--- config.mk ---
export PLATFORM = sky130hd
export DESIGN_NAME = ordered_list_insert_delete_search_core
export DESIGN_NICKNAME = d
export VERILOG_FILES = /design/src/rtl/olids_pkg.sv /design/src/rtl/ordered_list_insert_delete_search_core.sv /design/src/rtl/olids_ram.sv
export VERILOG_INCLUDE_DIRS = /design/src /design/src/rtl
export SDC_FILE = /design/constraint.sdc
export NUM_CORES = 1
export LEC_CHECK = 0
export ABC_AREA = 1
export BUFFER_PORTS_ARGS = -buffer_cell sky130_fd_sc_hd__buf_2
export CAP_MARGIN = 15
export CORE_UTILIZATION = 45
export CTS_CLUSTER_SIZE = 28
export DETAILED_ROUTE_END_ITERATION = 12
export GPL_TIMING_DRIVEN = 0
export PLACE_DENSITY = 0.64
export SYNTH_ARGS = -nofsm -noshare
export SYNTH_HDL_FRONTEND = slang
export SYNTH_SLANG_ARGS = --single-unit
--- constraint.sdc ---
create_clock -name i_clk -period 5.8 [get_ports i_clk]
set_input_delay 0.58 -clock i_clk [delete_from_list [all_inputs] [get_ports i_clk]]
set_output_delay 0.58 -clock i_clk [all_outputs]
set_load 0.01 [all_outputs]
--- src/rtl/ordered_list_insert_delete_search_core_macros.svh ---
// Assertion helpers for the ordered list core.
`ifndef ORDERED_LIST_INSERT_DELETE_SEARCH_CORE_MACROS_SVH
`define ORDERED_LIST_INSERT_DELETE_SEARCH_CORE_MACROS_SVH

// Checked on every clock edge outside reset.
`define OLIDS_ASSERT(lbl, prop, msg) \
    lbl: assert property (@(posedge i_clk) disable iff (!i_rst_n) prop) else $error(msg);

// Checked on every clock edge, reset included.
`define OLIDS_ASSERT_ALWAYS(lbl, prop, msg) \
    lbl: assert property (@(posedge i_clk) prop) else $error(msg);

`endif

--- src/rtl/olids_pkg.sv ---
package olids_pkg;

    localparam int DEPTH = 16;
    localparam int AW    = $clog2(DEPTH);
    localparam int CW    = 5;
    localparam int VW    = 32;

    typedef enum logic [1:0] {
        CMD_INSERT = 2'd0,
        CMD_DELETE = 2'd1,
        CMD_SEARCH = 2'd2,
        CMD_UNUSED = 2'd3
    } t_command;

    typedef enum logic [2:0] {
        ST_INSERTED       = 3'd0,
        ST_DELETED        = 3'd1,
        ST_DEL_MISSING    = 3'd2,
        ST_FOUND          = 3'd3,
        ST_SEARCH_MISSING = 3'd4,
        ST_REJECTED       = 3'd5
    } t_status;

    typedef struct packed {
        logic [1:0]           command;
        logic signed [VW-1:0] value;
        logic [CW-1:0]        position;
    } t_cmd_word;

    typedef struct packed {
        logic [2:0]    status;
        logic [CW-1:0] position_res;
        logic [CW-1:0] length;
        logic          last;
    } t_res_word;

endpackage

--- src/rtl/ordered_list_insert_delete_search_core.sv ---
// Ordered list of up to DEPTH signed 32-bit values held in a one-port-read,
// one-port-write RAM with a registered read, plus a length register.
// A command word is taken on a rising edge where start is high and busy is
// low; it carries the command, the value and a 1-based insert position.
// Results leave on o_res, each valid for exactly one cycle while o_strobe is
// high; the receiver cannot hold them off, so no result ever waits.
// Insert moves the entries at positions pos..length up one slot, one read
// and one write per cycle, then writes the new value; a value that goes
// on the tail is written with nothing moved.
// Delete scans from the head, one entry per cycle, until the first match,
// then moves the tail down the same way.
// Search scans the whole list and sends one word per match, in ascending
// position order, the final one flagged last.
// A rejected insert or unused command answers the cycle after acceptance.
// Every result word is registered and leaves in the cycle after the state
// that produced it; busy drops at the edge that sends the final word. The
// pace is set by the single RAM read port, which sees one entry per cycle.
// Reset clears the length, the sequencer and the strobe; the RAM is not
// cleared, since only entries below the length are ever read.
module ordered_list_insert_delete_search_core
    import olids_pkg::*;
(
    input  logic      i_clk,
    input  logic      i_rst_n,
    input  logic      start,
    input  t_cmd_word i_cmd,
    output logic      busy,
    output logic      o_strobe,
    output t_res_word o_res
);

`include "ordered_list_insert_delete_search_core_macros.svh"

    typedef enum logic [3:0] {
        S_IDLE = 4'b0001,
        S_INS  = 4'b0010,
        S_SCAN = 4'b0100,
        S_SHDN = 4'b1000
    } t_state;

    // Control state.
    t_state        r_state,  n_state;
    logic [CW-1:0] r_count,  n_count;
    logic [CW-1:0] r_idx,    n_idx;
    logic          r_pend,   n_pend;
    logic          r_search, n_search;
    logic          r_have,   n_have;
    logic          r_strobe, n_strobe;

    // Payload state.
    logic [VW-1:0] r_val,  n_val;
    logic [CW-1:0] r_pos,  n_pos;
    logic [CW-1:0] r_hpos, n_hpos;
    logic [AW-1:0] r_ra,   n_ra;
    logic [AW-1:0] r_wa,   n_wa;
    t_res_word     r_res,  n_res;

    // RAM port signals.
    logic          rd_en;
    logic [AW-1:0] rd_addr;
    logic [VW-1:0] rd_data;
    logic          wr_en;
    logic [AW-1:0] wr_addr;
    logic [VW-1:0] wr_data;

    logic          hit;

    olids_ram #(
        .DW(VW),
        .AW(AW)
    ) u_ram (
        .i_clk     (i_clk),
        .i_wr_en   (wr_en),
        .i_wr_addr (wr_addr),
        .i_wr_data (wr_data),
        .i_rd_en   (rd_en),
        .i_rd_addr (rd_addr),
        .o_rd_data (rd_data)
    );

    // A read issued last cycle has its data on rd_data now.
    assign hit = r_pend && (rd_data == r_val);

    always_comb begin
        n_state  = r_state;
        n_count  = r_count;
        n_idx    = r_idx;
        n_pend   = 1'b0;
        n_search = r_search;
        n_have   = r_have;
        n_strobe = 1'b0;
        n_val    = r_val;
        n_pos    = r_pos;
        n_hpos   = r_hpos;
        n_ra     = r_ra;
        n_wa     = r_wa;
        n_res    = r_res;
        rd_en    = 1'b0;
        rd_addr  = r_idx[AW-1:0];
        wr_en    = 1'b0;
        wr_addr  = r_wa;
        wr_data  = rd_data;

        case (r_state)
            S_IDLE: begin
                if (start) begin
                    n_val  = i_cmd.value;
                    n_pos  = i_cmd.position;
                    n_have = 1'b0;
                    n_hpos = '0;
                    case (i_cmd.command)
                        CMD_INSERT: begin
                            if (r_count >= CW'(DEPTH) || i_cmd.position == '0 ||
                                {1'b0, i_cmd.position} > ({1'b0, r_count} + 6'd1)) begin
                                n_strobe = 1'b1;
                                n_res    = '{ST_REJECTED, '0, r_count, 1'b1};
                            end else begin
                                n_idx   = r_count;
                                n_state = S_INS;
                            end
                        end
                        CMD_DELETE: begin
                            n_search = 1'b0;
                            n_idx    = '0;
                            n_state  = S_SCAN;
                        end
                        CMD_SEARCH: begin
                            n_search = 1'b1;
                            n_idx    = '0;
                            n_state  = S_SCAN;
                        end
                        default: begin
                            n_strobe = 1'b1;
                            n_res    = '{ST_REJECTED, '0, r_count, 1'b1};
                        end
                    endcase
                end
            end

            S_INS: begin
                // Entry idx-1 moves to idx; the write lands in the cycle after its read,
                // two slots above the read in flight.
                if (r_pend) begin
                    wr_en   = 1'b1;
                    wr_addr = r_wa;
                    wr_data = rd_data;
                end
                if (r_idx >= r_pos) begin
                    rd_en   = 1'b1;
                    rd_addr = AW'(r_idx - CW'(1));
                    n_pend  = 1'b1;
                    n_wa    = r_idx[AW-1:0];
                    n_idx   = r_idx - CW'(1);
                end else if (!r_pend) begin
                    wr_en    = 1'b1;
                    wr_addr  = AW'(r_pos - CW'(1));
                    wr_data  = r_val;
                    n_count  = r_count + CW'(1);
                    n_strobe = 1'b1;
                    n_res    = '{ST_INSERTED, '0, r_count + CW'(1), 1'b1};
                    n_state  = S_IDLE;
                end
            end

            S_SCAN: begin
                if (r_idx < r_count) begin
                    rd_en   = 1'b1;
                    rd_addr = r_idx[AW-1:0];
                    n_pend  = 1'b1;
                    n_ra    = r_idx[AW-1:0];
                    n_idx   = r_idx + CW'(1);
                end else if (!r_pend) begin
                    n_strobe = 1'b1;
                    n_state  = S_IDLE;
                    if (!r_search) begin
                        n_res = '{ST_DEL_MISSING, '0, r_count, 1'b1};
                    end else if (r_have) begin
                        n_res = '{ST_FOUND, r_hpos, r_count, 1'b1};
                    end else begin
                        n_res = '{ST_SEARCH_MISSING, '0, r_count, 1'b1};
                    end
                end
                if (hit) begin
                    if (r_search) begin
                        // Hold the newest match back one step, so that the
                        // final one can still be flagged last.
                        if (r_have) begin
                            n_strobe = 1'b1;
                            n_res    = '{ST_FOUND, r_hpos, r_count, 1'b0};
                        end
                        n_have = 1'b1;
                        n_hpos = {1'b0, r_ra} + CW'(1);
                    end else begin
                        // First match ends the scan; the read in flight is
                        // dropped and the tail shift starts above the match.
                        n_hpos  = {1'b0, r_ra} + CW'(1);
                        n_idx   = {1'b0, r_ra} + CW'(1);
                        n_pend  = 1'b0;
                        n_state = S_SHDN;
                    end
                end
            end

            S_SHDN: begin
                if (r_pend) begin
                    wr_en   = 1'b1;
                    wr_addr = r_wa;
                    wr_data = rd_data;
                end
                if (r_idx < r_count) begin
                    rd_en   = 1'b1;
                    rd_addr = r_idx[AW-1:0];
                    n_pend  = 1'b1;
                    n_wa    = AW'(r_idx - CW'(1));
                    n_idx   = r_idx + CW'(1);
                end else if (!r_pend) begin
                    n_count  = r_count - CW'(1);
                    n_strobe = 1'b1;
                    n_res    = '{ST_DELETED, r_hpos, r_count - CW'(1), 1'b1};
                    n_state  = S_IDLE;
                end
            end

            default: begin
                n_state = S_IDLE;
            end
        endcase
    end

    always_ff @(posedge i_clk) begin
        if (!i_rst_n) begin
            r_state  <= S_IDLE;
            r_count  <= '0;
            r_idx    <= '0;
            r_pend   <= 1'b0;
            r_search <= 1'b0;
            r_have   <= 1'b0;
            r_strobe <= 1'b0;
        end else begin
            r_state  <= n_state;
            r_count  <= n_count;
            r_idx    <= n_idx;
            r_pend   <= n_pend;
            r_search <= n_search;
            r_have   <= n_have;
            r_strobe <= n_strobe;
        end
    end

    always_ff @(posedge i_clk) begin
        r_val  <= n_val;
        r_pos  <= n_pos;
        r_hpos <= n_hpos;
        r_ra   <= n_ra;
        r_wa   <= n_wa;
        r_res  <= n_res;
    end

    assign busy     = (r_state != S_IDLE);
    assign o_strobe = r_strobe;
    assign o_res    = r_res;

    // The list never grows past its capacity.
    `OLIDS_ASSERT(a_count_range, r_count <= CW'(DEPTH), "list length beyond capacity")
    // Every result word reports the length that the list now holds.
    `OLIDS_ASSERT(a_len_match, o_strobe |-> o_res.length == r_count, "result length stale")
    // Leaving a command always delivers its final word at the same edge.
    `OLIDS_ASSERT(a_end_last, $fell(busy) |-> o_strobe && o_res.last, "command ended silently")
    // Reads and writes in flight never touch the same entry.
    `OLIDS_ASSERT(a_no_overlap, (rd_en && wr_en) |-> rd_addr != wr_addr, "RAM access overlap")
    // Reset leaves the block idle and silent.
    `OLIDS_ASSERT_ALWAYS(a_reset_quiet, !i_rst_n |=> !o_strobe && !busy, "not quiet after reset")

endmodule

--- src/rtl/olids_ram.sv ---
module olids_ram #(
    parameter int DW = 32,
    parameter int AW = 4
) (
    input  logic          i_clk,
    input  logic          i_wr_en,
    input  logic [AW-1:0] i_wr_addr,
    input  logic [DW-1:0] i_wr_data,
    input  logic          i_rd_en,
    input  logic [AW-1:0] i_rd_addr,
    output logic [DW-1:0] o_rd_data
);

    logic [DW-1:0] mem [2**AW];
    logic [DW-1:0] r_rd_data;

    always_ff @(posedge i_clk) begin
        if (i_wr_en) begin
            mem[i_wr_addr] <= i_wr_data;
        end
    end

    always_ff @(posedge i_clk) begin
        if (i_rd_en) begin
            r_rd_data <= mem[i_rd_addr];
        end
    end

    assign o_rd_data = r_rd_data;

endmodule

==> reports/qor.csv, run 1 <==
stage,metric,value,unit
route,first_iter_violations,2488,
clocking,post_cts_buffers,0,
critical_path,crit_path_start_kind,register,
synth,synth_top_family_by_area,simple AND/OR/NAND/NOR gates,
global_routing,grt_max_degree,33,
floorplan,core_area,64300,um^2
timing,relSlewSlack,0.265,
timing,final-hold-violation-count,0,
outcome,outcome,"complete, no violations",
critical_path,crit_type,register to register,
floorplan,die_width,257,um
synth,synthAdderAreaFrac,0.00939,
floorplan,rows,93,
synth,yosysTopAreaCellShare,0.623,
critical_path,r2r_cells,12,
timing,skew,0.0267,ns
floorplan,ioPinCount,58,
route,num_vias,21500,
clocking,cts_tree,done,
finish,syn2layout_area_growth,14.1,%
place,place_congestion,0.916,
min_path,hp-class,input pin to register,
clocking,root_buffer,clkbuf_16,
critical_path,r2r_start,r_idx[0],
synth,netlist_area,29300,um^2
clocking,cts-hold-fix-buffers,0,
min_path,holdPathEnd,r_val[20],
synth,synth_compound_area_frac,0.0187,
timing,rsz0062_at_grt,no,
critical_path,reg2reg_slack,1.98,ns
timing,period_share,0.658,
finish,antennaDiodeCount,0,
global_routing,grt_usage,0.254,
clocking,h-tree-depth,3,
finish,final_util,0.519,
synth,ys_warn_count,0,
synth,synth_area_per_cell,9.55,um^2
synth,ys_seq_area_frac,0.635,
synth,synth_edf_count,608,
min_path,holdCritStartpoint,i_cmd[25],
power_and_ir_drop,p_leak,14.7,nW
finish,nets,3303,
global_routing,antenna_found_initial,1,
finish,drive_gt1_frac,0.106,
min_path,hold_depth,1,
critical_path,r2r-end,u_ram.mem[12][11],
finish,fillers,5692,
route,vias_per_cell,5.19,
clocking,clock-sinks,626,
floorplan,start_util,0.455,
synth,synthFlopType,edfxtp_1,
finish,design_area,33400,um^2
place,post_dp_cell_area,31400,um^2
run,max_cap_viol_count,0,
power_and_ir_drop,power.density,456,nW/um^2
route,detail-route-antenna-nets,0,
synth,yosys.area_share.xor_xnor,0.00384,
timing,max_freq,262,MHz
synth,synthesis.instances,3070,
critical_path,cp_max_fo,18,
critical_path,critPathRequiredTime,6.10,ns
critical_path,critPathCaptureType,register,
place,port_buffers,57,
route,route.detailed.drc,0,
timing,fin_crit,3.82,ns
route,dr.pass1.iters,6,
critical_path,cp.arrival,4.12,ns
synth,muxShareOfSynthArea,0.00209,
synth,synthTopCellsByArea,"edfxtp_1, nand2_1, nand3_1",
power_and_ir_drop,total_power,15.3,mW
timing,slew_viol_final,0,
floorplan,die_area,66100,um^2
clocking,clock_latency,0.61,ns
synth,synth-seq-cells,626,
synth,syn-num-nets,3134,
timing,setup_viol,0,
global_routing,grt-ovfl-total,0,
route,routedWlPerCell,20.3,um
timing,worstMarginPinSlew,1.10,ns
synth,synth-simple-area-share,0.233,
clocking,cts_resized,0,
synth,yosysTopAreaCell,edfxtp_1,
place,dp_hpwl,57.6,mm
clocking,clkTransAtPathRegs,0.06,ns
synth,synth_cell_types,46,
synth,synth-async-reset-ratio,0,
global_routing,grt_pass1_wl,124,mm
clocking,clock_path_buffers,3,
route,drt-total-wl,84.0,mm
floorplan,die_height,257,um
global_routing,grt_pass1_vias,19800,
power_and_ir_drop,vdd_drop_max,0.355,mV
clocking,cts_buffers,69,
[report_power, final]
part / total [mW] / switching, mW / internal, mW / leakage (nW)
clock: 4.07 / 1.77 / 2.31 / 1.01
sequential: 5.50 / 0.164 / 5.34 / 5.64
combinational: 5.68 / 4.07 / 1.61 / 8.05
total: 15.3 / 6.00 / 9.25 / 14.7
[stage by stage]
step / setup TNS, ns / worst slack, ns / std cells / hold slack, ns
floorplan: 0 / 1.62 / 3070 / 0.492
global placement: -32.63 / -0.450 / 3982 / 0.537
detailed placement: 0 / 1.99 / 4023 / 0.539
CTS: 0 / 1.99 / 4143 / 0.115
global route: 0 / 1.80 / 4143 / 0.122
finish: 0 / 1.98 / 4143 / 0.141
[state kept, by name (all words and copies together) (netlist names), 5 cells and up]
name             flops
u_ram.mem          512
r_val               32
u_ram.o_rd_data     32
o_res               14
r_count              5
r_hpos               5
r_idx                5
r_pos                5
[layout by cell type (no fill, tap or decap), types with 3 or more instances in the layout]
cell	count
nand2_1	1029
edfxtp_1	608
inv_1	538
nand3_1	444
buf_2	115
nor2_1	89
clkbuf_16	71
buf_4	55
clkbuf_1	34
o21ai_1	33
o21ai_0	27
ha_1	22
a21oi_1	21
nand4_1	20
dfxtp_1	18
clkinv_1	17
buf_6	16
nor2_4	16
buf_12	13
clkinv_2	11
inv_2	10
xor2_1	9
nor3_1	8
nand2_2	6
mux2i_1	5
buf_16	5
nand3_2	3
nor3_2	3
nor2_2	3
o31ai_1	3
o21ai_2	3
[worst max-delay path: stages (launching register included)]
cell     delay [ns]
dfxtp_1        0.44
inv_2          0.16
ha_1           0.32
nand2_1        0.07
inv_1          0.04
nand4_1        0.07
nand3_2        0.18
nor2_1         0.27
nand2_2        0.15
o21ai_0        0.34
nand3_1        0.40
nor2_4         0.75
buf_12         0.28
[logic make-up after synthesis]
logic type	Yosys count
adder cells (fa/ha/maj)	22
buffers and inverters	676
AND/OR/NAND/NOR	1629
AO/OA/AOI/OAI	99
flip-flops	626
XOR/XNOR	12
multiplexers	6
[worst max path at each step]
| stage | to | cells past startpoint | from | slack, ns |
|---|---|---|---|---|
| after floorplan | u_ram.o_rd_data[0] | 9 | r_count[2] | 1.62 |
| after global placement | u_ram.o_rd_data[15] | 6 | r_count[4] | -0.45 |
| after detailed placement | u_ram.mem[12][15] | 12 | r_idx[0] | 1.99 |
| after CTS | u_ram.mem[12][4] | 12 | r_idx[0] | 1.99 |
| after global routing | u_ram.mem[12][4] | 11 | r_idx[2] | 1.80 |
| final | u_ram.mem[12][11] | 12 | r_idx[0] | 1.98 |
[area by class of cell]
cell class | instances | area, um^2 | share of cell area
Tap cell | 855 | 1070 | 0.0320
Sequential cell | 626 | 18600 | 0.557
Clock inverter | 32 | 199 | 0.00595
Multi-Input combinational cell | 1768 | 7970 | 0.238
Buffer | 125 | 781 | 0.0234
Clock buffer | 88 | 1860 | 0.0557
Timing Repair Buffer | 98 | 857 | 0.0256
Inverter | 551 | 2070 | 0.0620
[per-layer routing]
metal | wire [um] | up-vias | track usage
met5 | 0 | - | 0
met2 | 38500 | 1019 | 0.402
met1 | 35400 | 10100 | 0.353
met3 | 7280 | 170 | 0.0418
li1 | - | 10200 | -
met4 | 2760 | 0 | 0.0896
[cell usage after synthesis (all sizes together), types with 2 or more instances]
cell    number
ha          22
nor3        11
xnor2        3
clkinv       3
mux2i        5
a21oi       22
clkbuf      19
nand2     1037
inv        548
nand3      447
nor2       108
edfxtp     608
o21ai       65
o31ai        3
o211ai       2
o22ai        2
buf        106
nand4       21
dfxtp       18
xor2         9
(Power assumes the default switching activity.)
==> run 2: changes to the inputs <==
clock period = 3.8 ns   (was 5.8 ns; I/O delays follow)
==> run 2 against run 1 <==
- combinational power is 53% higher
- worst hold slack better by 0.026 ns
- largest power group unchanged
- highest routed layer unchanged
- register-to-register slack worse by 1.8 ns
- total power is 53% higher
- sequential share of layout area is 1.1 points lower
- sequential power is 53% higher
==> reports/qor.csv, run 2 (synthesis results as in run 1) <==
stage,metric,value,unit
timing,fin_crit,3.63,ns
power_and_ir_drop,p_leak,15.0,nW
power_and_ir_drop,vdd_drop_max,0.404,mV
place,post_dp_cell_area,31300,um^2
run,max_cap_viol_count,0,
finish,largest_register,u_ram.mem,
route,dr.pass1.iters,7,
clocking,h-tree-depth,3,
route,drt-total-wl,85.5,mm
clocking,clock-sinks,626,
finish,largest_reg_flops,512,
finish,design_area,34100,um^2
power_and_ir_drop,p_clk_frac,0.268,
floorplan,die_area,66100,um^2
clocking,clkTransAtPathRegs,0.06,ns
timing,rsz0062_at_grt,yes,
place,port_buffers,57,
critical_path,r2r_cells,11,
floorplan,ioPinCount,58,
global_routing,grt_pass1_wl,126,mm
min_path,holdPathEnd,r_have,
place,place_congestion,0.934,
floorplan,die_height,257,um
clocking,root_buffer,clkbuf_16,
route,routedWlPerCell,20.4,um
finish,seq_area,18600,um^2
floorplan,core_area,64300,um^2
floorplan,rows,93,
finish,syn2layout_area_growth,16.3,%
global_routing,antenna_found_initial,0,
timing,max_freq,276,MHz
finish,antennaDiodeCount,0,
global_routing,grt_usage,0.259,
finish,final_common_cell,nand2_1,
global_routing,grt_max_degree,26,
outcome,outcome,"complete, no violations",
critical_path,critPathCaptureType,register,
global_routing,grt_pass1_vias,20300,
min_path,hold_depth,4,
route,detail-route-antenna-nets,0,
timing,period_share,0.954,
place,post-place-ws,-0.0752,ns
route,num_vias,21800,
finish,nets,3355,
power_and_ir_drop,power.density,685,nW/um^2
min_path,hp-class,input pin to register,
timing,slew_viol_final,0,
route,vias_per_cell,5.19,
timing,final-hold-violation-count,0,
clocking,clock_path_buffers,3,
floorplan,die_width,257,um
clocking,clock_latency,0.62,ns
route,first_iter_violations,2512,
timing,setup_viol,0,
finish,multi_input_area,7990,um^2
floorplan,start_util,0.455,
power_and_ir_drop,combPwrFrac,0.372,
clocking,cts_tree,done,
clocking,cts_buffers,69,
power_and_ir_drop,p_int,14.1,mW
timing,skew,0.0314,ns
power_and_ir_drop,switching_power,9.19,mW
finish,fillers,5637,
finish,drive_gt1_frac,0.110,
power_and_ir_drop,swShare,0.394,
finish,layout_common_cells,"nand2_1, edfxtp_1, inv_1, nand3_1, buf_2",
critical_path,crit_type,register to register,
timing,worstMarginPinSlew,1.08,ns
place,dp_hpwl,57.8,mm
critical_path,critPathRequiredTime,4.07,ns
critical_path,crit_path_start_kind,register,
timing,hold_ws,0.167,ns
min_path,holdCritStartpoint,start,
timing,relSlewSlack,0.278,
timing,setup_ws,0.174,ns
route,route.detailed.drc,0,
critical_path,r2r_start,r_idx[0],
critical_path,cp.arrival,3.89,ns
critical_path,reg2reg_slack,0.17,ns
global_routing,grt-ovfl-total,0,
critical_path,r2r-end,u_ram.mem[13][19],
power_and_ir_drop,seqPwrFrac,0.360,
critical_path,cp_max_fo,16,
run 2: cell types whose count changed in the layout (fill, tap and decap cells not counted), moves of 2 or more:
cell | before | now
dlygate4sd3_1 | 0 | 37
buf_12 | 13 | 28
o21ai_1 | 33 | 27
o21ai_2 | 3 | 9
inv_6 | 2 | 5
buf_16 | 5 | 3
buf_4 | 55 | 57
clkbuf_8 | 2 | 0
run 2: repair_timing:
| action | 4_1_cts | 5_1_grt |
|---|---|---|
| gates resized for setup | 0 | 6 |
| endpoints found under the hold margin | 37 | 0 |
| pin swaps | 8 | 6 |
| hold buffers | 37 | 0 |
| setup endpoints to repair | 113 | 192 |
| setup buffers | 10 | 6 |
run 2: worst max-delay path, stage by stage, from the launching register on:
cell and delay, ns:
dfxtp_1 0.49, inv_2 0.19, ha_1 0.32, nand2_1 0.06, inv_1 0.04, nand4_1 0.07
nand3_2 0.18, nor2_1 0.26, nand2_2 0.15, buf_2 0.28, clkbuf_1 0.32, o21ai_1 0.91
run 2: cell type report:
| type | count | share of cell area |
|---|---|---|
| Clock inverter | 36 | 0.00720 |
| Inverter | 551 | 0.0608 |
| Timing Repair Buffer | 150 | 0.0437 |
| Clock buffer | 86 | 0.0532 |
| Tap cell | 855 | 0.0314 |
| Multi-Input combinational cell | 1768 | 0.234 |
| Buffer | 125 | 0.0229 |
| Sequential cell | 626 | 0.546 |
run 2: per-layer routing:
metal | part of all wire | vias up | global-route usage
met1 | 0.42 | 10300 | 0.360
met2 | 0.46 | 1013 | 0.416
met4 | 0.034 | 0 | 0.0904
met5 | 0 | - | 0
li1 | - | 10300 | -
met3 | 0.088 | 191 | 0.0385
run 2: worst max path at each step:
stage / end / slack, ns / start / cells after the start
detailed placement: u_ram.mem[13][17] / -0.08 / r_idx[0] / 12
finish: u_ram.mem[13][19] / 0.17 / r_idx[0] / 11
floorplan: u_ram.mem[0][0] / 0.16 / r_idx[0] / 11
global route: u_ram.mem[0][18] / -0.02 / r_idx[0] / 11
CTS: u_ram.mem[15][14] / 0.008 / r_idx[0] / 12
global placement: u_ram.mem[12][16] / -2.19 / r_idx[0] / 11
run 2: power groups by stage:
stage	Sequential, mW	Combinational [mW]	Clock (mW)
finish	8.39	8.69	6.26
global route	8.41	9.48	6.59
CTS	8.39	8.57	6.30
detailed placement	8.53	8.48	0
global placement	8.55	8.30	0
floorplan	8.44	5.40	0
run 2: metrics by stage:
stage	total power, mW	instances	TNS [ns]	util
detailed placement	17.0	4022	-1.90	0.487
CTS	23.3	4191	0	0.528
global placement	16.9	3982	-1114.79	0.476
floorplan	13.8	3070	0	-
finish	23.3	4197	0	0.530
global route	24.5	4197	-0.102	0.530
